$ cat src/sv/bcm_pkg.sv
`default_nettype none

package bcm_pkg;

	localparam logic [1:0] FUNC_ACC   = 2'd0;
	localparam logic [1:0] FUNC_READ  = 2'd1;
	localparam logic [1:0] FUNC_CLEAR = 2'd2;

	localparam logic [1:0] CFG_COND_MIN  = 2'd0;
	localparam logic [1:0] CFG_BIN_WIDTH = 2'd1;
	localparam logic [1:0] CFG_BIN_RECIP = 2'd2;
	localparam logic [1:0] CFG_BINS_USED = 2'd3;

	localparam logic ALU_MUL = 1'b0;
	localparam logic ALU_DIV = 1'b1;

	localparam logic [5:0] MUL_STEPS = 6'd32;
	localparam logic [5:0] DIV_STEPS = 6'd56;

	localparam logic [23:0] CNT_MAX = 24'hFF_FFFF;
	localparam logic [55:0] SUM_MAX = {1'b0, {55{1'b1}}};
	localparam logic [55:0] SUM_MIN = {1'b1, {55{1'b0}}};

	typedef struct packed {
		logic [55:0] sum;
		logic [23:0] cnt;
	} bin_t;

	typedef struct packed {
		logic start;
		logic op;
	} alu_cmd_t;

	typedef struct packed {
		logic busy;
		logic done;
	} alu_stat_t;

endpackage

`default_nettype wire

$ cat src/sv/bcm_alu.sv
`default_nettype none

module bcm_alu (
	input  wire logic             clk,
	input  wire logic             arst_n,
	input  wire bcm_pkg::alu_cmd_t cmd,
	input  wire logic [31:0]      opa,
	input  wire logic [55:0]      opb,
	output bcm_pkg::alu_stat_t    stat,
	output logic      [31:0]      hi,
	output logic      [55:0]      lo
);
	import bcm_pkg::*;

	logic        busy_q;
	logic        done_q;
	logic        op_q;
	logic [5:0]  cnt_q;
	logic [31:0] b_q;
	logic [31:0] hi_q;
	logic [55:0] lo_q;

	logic [32:0] add_a;
	logic [32:0] add_b;
	logic        add_c;
	logic [32:0] add_s;
	logic [31:0] hi_n;
	logic [55:0] lo_n;

	always_comb begin
		if (op_q == ALU_MUL) begin
			add_a = {1'b0, hi_q};
			add_b = lo_q[0] ? {1'b0, b_q} : 33'd0;
			add_c = 1'b0;
		end else begin
			add_a = {8'b0, hi_q[23:0], lo_q[55]};
			add_b = ~{9'b0, b_q[23:0]};
			add_c = 1'b1;
		end
		add_s = add_a + add_b + {32'b0, add_c};
		if (op_q == ALU_MUL) begin
			hi_n = add_s[32:1];
			lo_n = {lo_q[55:32], add_s[0], lo_q[31:1]};
		end else if (add_s[32]) begin
			hi_n = add_a[31:0];
			lo_n = {lo_q[54:0], 1'b0};
		end else begin
			hi_n = add_s[31:0];
			lo_n = {lo_q[54:0], 1'b1};
		end
	end

	always_ff @(posedge clk or negedge arst_n) begin
		if (!arst_n) begin
			busy_q <= 1'b0;
			done_q <= 1'b0;
			op_q   <= ALU_MUL;
			cnt_q  <= 6'd0;
		end else begin
			done_q <= 1'b0;
			if (cmd.start) begin
				busy_q <= 1'b1;
				op_q   <= cmd.op;
				cnt_q  <= (cmd.op == ALU_MUL) ? MUL_STEPS - 6'd1 : DIV_STEPS - 6'd1;
			end else if (busy_q) begin
				cnt_q <= cnt_q - 6'd1;
				if (cnt_q == 6'd0) begin
					busy_q <= 1'b0;
					done_q <= 1'b1;
				end
			end
		end
	end

	always_ff @(posedge clk) begin
		if (cmd.start) begin
			hi_q <= 32'd0;
			lo_q <= opb;
			b_q  <= opa;
		end else if (busy_q) begin
			hi_q <= hi_n;
			lo_q <= lo_n;
		end
	end

	assign stat.busy = busy_q;
	assign stat.done = done_q;
	assign hi        = hi_q;
	assign lo        = lo_q;

	a_no_restart: assert property (@(posedge clk) disable iff (!arst_n)
		cmd.start |-> !busy_q)
		else $error("start while busy");

	a_done_idle: assert property (@(posedge clk) disable iff (!arst_n)
		done_q |-> !busy_q && $past(busy_q))
		else $error("done without a finished run");

	a_last_step: assert property (@(posedge clk) disable iff (!arst_n)
		(busy_q && !cmd.start && cnt_q == 6'd0) |=> done_q)
		else $error("last step without done");

endmodule

`default_nettype wire

$ cat config.mk
export PLATFORM = sky130hd
export DESIGN_NAME = bcm_alu
export DESIGN_NICKNAME = d
export VERILOG_FILES = /design/src/sv/bcm_pkg.sv /design/src/sv/bcm_alu.sv
export SDC_FILE = /design/constraint.sdc
export NUM_CORES = 1
export LEC_CHECK = 0
export BUFFER_PORTS_ARGS = -buffer_cell sky130_fd_sc_hd__buf_2
export CORE_ASPECT_RATIO = 0.9
export CORE_MARGIN = 2
export CORE_UTILIZATION = 61
export CTS_BUF_LIST = sky130_fd_sc_hd__clkbuf_4
export CTS_CLUSTER_SIZE = 25
export DETAILED_ROUTE_END_ITERATION = 12
export GPL_TIMING_DRIVEN = 0
export PLACE_DENSITY = 0.88
export SLEW_MARGIN = 20
export SYNTH_ARGS = -nofsm -noshare
export SYNTH_HDL_FRONTEND = slang
export SYNTH_SLANG_ARGS = --single-unit
$ cat constraint.sdc
create_clock -name clk -period 8.25 [get_ports clk]
set_input_delay 1.2375 -clock clk [delete_from_list [all_inputs] [get_ports clk]]
set_output_delay 1.2375 -clock clk [all_outputs]
set_load 0.01 [all_outputs]
==> flow_metrics.py <==
metrics = {
    "flow_run": {
        "maxCapViolCount": 0,
    },
    "timing": {
        "rsz0062_at_grt": "false",
        "fin_crit_ps": 4990,
        "worst_slew_pin_slew_ps": 958,
        "finalSetupViolations": 0,
        "clock_skew_ps": 27.5,
        "maxSlewHeadroom_pct": 36.0,
        "finalCritPeriodShare_pct": 60.5,
        "fmax_ghz": 0.200,
        "holdWs_ps": 492,
        "hold_viol_final": 0,
        "final.setup.worst_slack_ps": 3260,
        "fin_tns_setup_ps": 0,
        "final_max_slew_viol_count": 0,
    },
    "clocking": {
        "clock_sinks": 129,
        "root_buffer": "clkbuf_4",
        "cts_tree": "yes",
        "cts.reportedPaths.clkPinSlew_ps": 130,
        "cts_setup_buffers": 0,
        "cts_buffers": 17,
        "post_cts_resized": 0,
        "htreeDepth": 4,
        "hold_buffers": 0,
        "clock_latency_ps": 580,
        "clockBufferDepth": 2,
    },
    "yosys": {
        "synth-edff-count": 88,
        "syn_avg_cell_area_um2": 9.49,
        "seq_area_frac_synth_pct": 42.2,
        "synthArstFlopShare_pct": 6.98,
        "ys_top_cells_by_area": "edfxtp_1, dfxtp_1, nand2_1",
        "synth_area_mm2": 0.00831,
        "synthCells": 875,
        "synth.most_common_cell": "nand2_1",
        "synth_nets": 1002,
        "synth_common_cells": "nand2_1, o21ai_0, edfxtp_1",
        "yosysTopAreaCellShare_pct": 31.8,
        "synth-seq-cells": 129,
        "yosys_warnings": 0,
        "synth.largest_area_cell": "edfxtp_1",
        "synth-main-ff-cell": "edfxtp_1",
        "yosysUniqueCellTypes": 73,
    },
    "status": {
        "status": "completed",
    },
    "layout": {
        "syn_to_final_growth_pct": 16.9,
        "layout.nets": 1202,
        "regArea_mm2": 0.00351,
        "drive_above_1_share_pct": 24.8,
        "utilization_pct": 72.9,
        "antennaDiodeCount": 0,
        "fillerInstances": 1013,
        "multi_input_area_mm2": 0.00442,
    },
    "critical_path": {
        "endpoint_kind": "register",
        "startpoint_type": "register",
        "critPathMaxFanout": 10,
        "worst_ep_required_time_ps": 8710,
        "worstSetupPathType": "register to register",
        "crit_arrival_ps": 5460,
    },
    "grt": {
        "grt_max_degree": 34,
        "grt_usage_pct": 31.8,
        "grt_pass1_wl_mm": 36.0,
        "grt_overflow": 0,
        "antenna_found_initial": 0,
        "grt_pass1_vias": 7053,
    },
    "routing": {
        "ant_nets": 0,
        "drt_iter0_markers": 728,
        "wl_per_cell_um": 18.5,
        "first_pass_iters": 8,
        "viasPerCell": 6.23,
        "drc": 0,
        "drt-total-wl_mm": 23.2,
        "vias": 7821,
    },
    "power_and_ir_drop": {
        "power_mw": 2.13,
        "power_density_mw_per_mm2": 220,
        "p_leak_nw": 4.22,
        "ir_drop_mv": 0.132,
    },
    "floorplan": {
        "floorplan.initialDensity_pct": 62.4,
        "fp.dieH_um": 115,
        "dieArea_mm2": 0.0146,
        "chipWidth_um": 127,
        "fp-row-count": 40,
        "ios": 182,
        "core_area_mm2": 0.0133,
    },
    "worst_hold_path": {
        "worst_hold_path_type": "input port to asynchronous set/reset pin",
    },
    "place": {
        "io_buffer_count": 181,
        "place_congestion": 0.971,
        "dp_hpwl_mm": 17.7,
        "post-place-ws_ps": 3400,
    },
}
state kept, by name, summed over array words and instances, names as in the netlist:
register and cells:
lo 56, hi 32, cnt_q 6, b_q 32, op_q 1, done_q 1
busy_q 1
metal layers:
layer	up-vias	track usage (%)	wire length, µm
met5	-	0	0
met4	0	9.45	670
met3	65	7.24	2230
met2	477	52.3	10700
met1	3643	42.5	9580
li1	3636	-	-
worst max-delay path, cell delays in order (launching register included):
cell      delay, ps
dfrtp_1         380
clkbuf_1        250
inv_1           210
clkbuf_1        430
clkbuf_1        470
mux2_2          400
fa_1            420
fa_1            410
nand2b_1        200
a21oi_2         200
o22ai_1         190
o21a_1          280
o21ai_4         340
buf_2           310
nor2_1           70
a211oi_1        210
o32ai_1         110
per-stage QoR:
step	area, µm²	std cells
after floorplan	8310	875
after CTS	9710	1256
after global placement	9420	1224
after global routing	9710	1256
after detailed placement	9420	1224
final	9710	1256
cells by family after synthesis:
group,synth area share (%)
AO/OA/AOI/OAI,23.0
AND/OR/NAND/NOR,13.5
flip-flops,42.2
buffers and inverters,4.50
multiplexers,7.88
adder cells (fa/ha/maj),5.45
XOR/XNOR,3.37
layout by cell type (no fill, tap or decap), types with 5 or more instances in the layout:
cell / synthesis / final
nand2_1: 128 / 128
clkbuf_1: 38 / 38
xnor2_1: 18 / 18
clkbuf_4: 0 / 17
a21oi_1: 58 / 58
nand2b_1: 10 / 10
mux2i_1: 44 / 44
and2_1: 7 / 7
o32ai_1: 6 / 6
dfxtp_1: 32 / 32
mux2_2: 19 / 19
o211ai_1: 7 / 7
a211oi_1: 14 / 14
a21o_1: 16 / 16
nand3_1: 9 / 9
dfrtp_1: 9 / 9
nand4_1: 7 / 7
inv_1: 17 / 16
nor3_1: 14 / 14
ha_1: 33 / 33
nor4_1: 6 / 6
a31oi_1: 5 / 5
buf_2: 8 / 189
nor2b_1: 9 / 9
nor2_1: 46 / 46
buf_4: 9 / 9
edfxtp_1: 88 / 88
o21ai_0: 90 / 90
buf_1: 6 / 6
a22o_1: 27 / 27
xor2_1: 14 / 14
o21ai_1: 12 / 12
worst paths after layout:
kind | startpoint | to | slack [ps] | cells past startpoint
worst min register to register | hi[28] | hi[28] | 540 | 2
min in group clk | hi[28] | hi[28] | 540 | 2
worst max-delay path | op_q | hi[18] | 3260 | 16
worst min-delay path | arst_n | cnt_q[0] | 490 | 1
max in group asynchronous | arst_n | cnt_q[5] | 7560 | 1
worst max register to register | op_q | hi[18] | 3260 | 16
area by class of cell:
class                           instances  area share, %
Tap cell                              168           2.17
Buffer                                 64           3.16
Sequential cell                       129           36.1
Multi-Input combinational cell        664           45.6
Clock inverter                         15           1.62
Timing Repair Buffer                  181           9.33
Inverter                               18          0.696
Clock buffer                           17           1.31
where the power goes:
part | switching, mW | total, mW | internal (mW)
combinational | 0.496 | 0.834 | 0.339
sequential | 0.0750 | 0.856 | 0.781
clock | 0.260 | 0.442 | 0.182
total | 0.831 | 2.13 | 1.30
(Power assumes the default switching activity.)
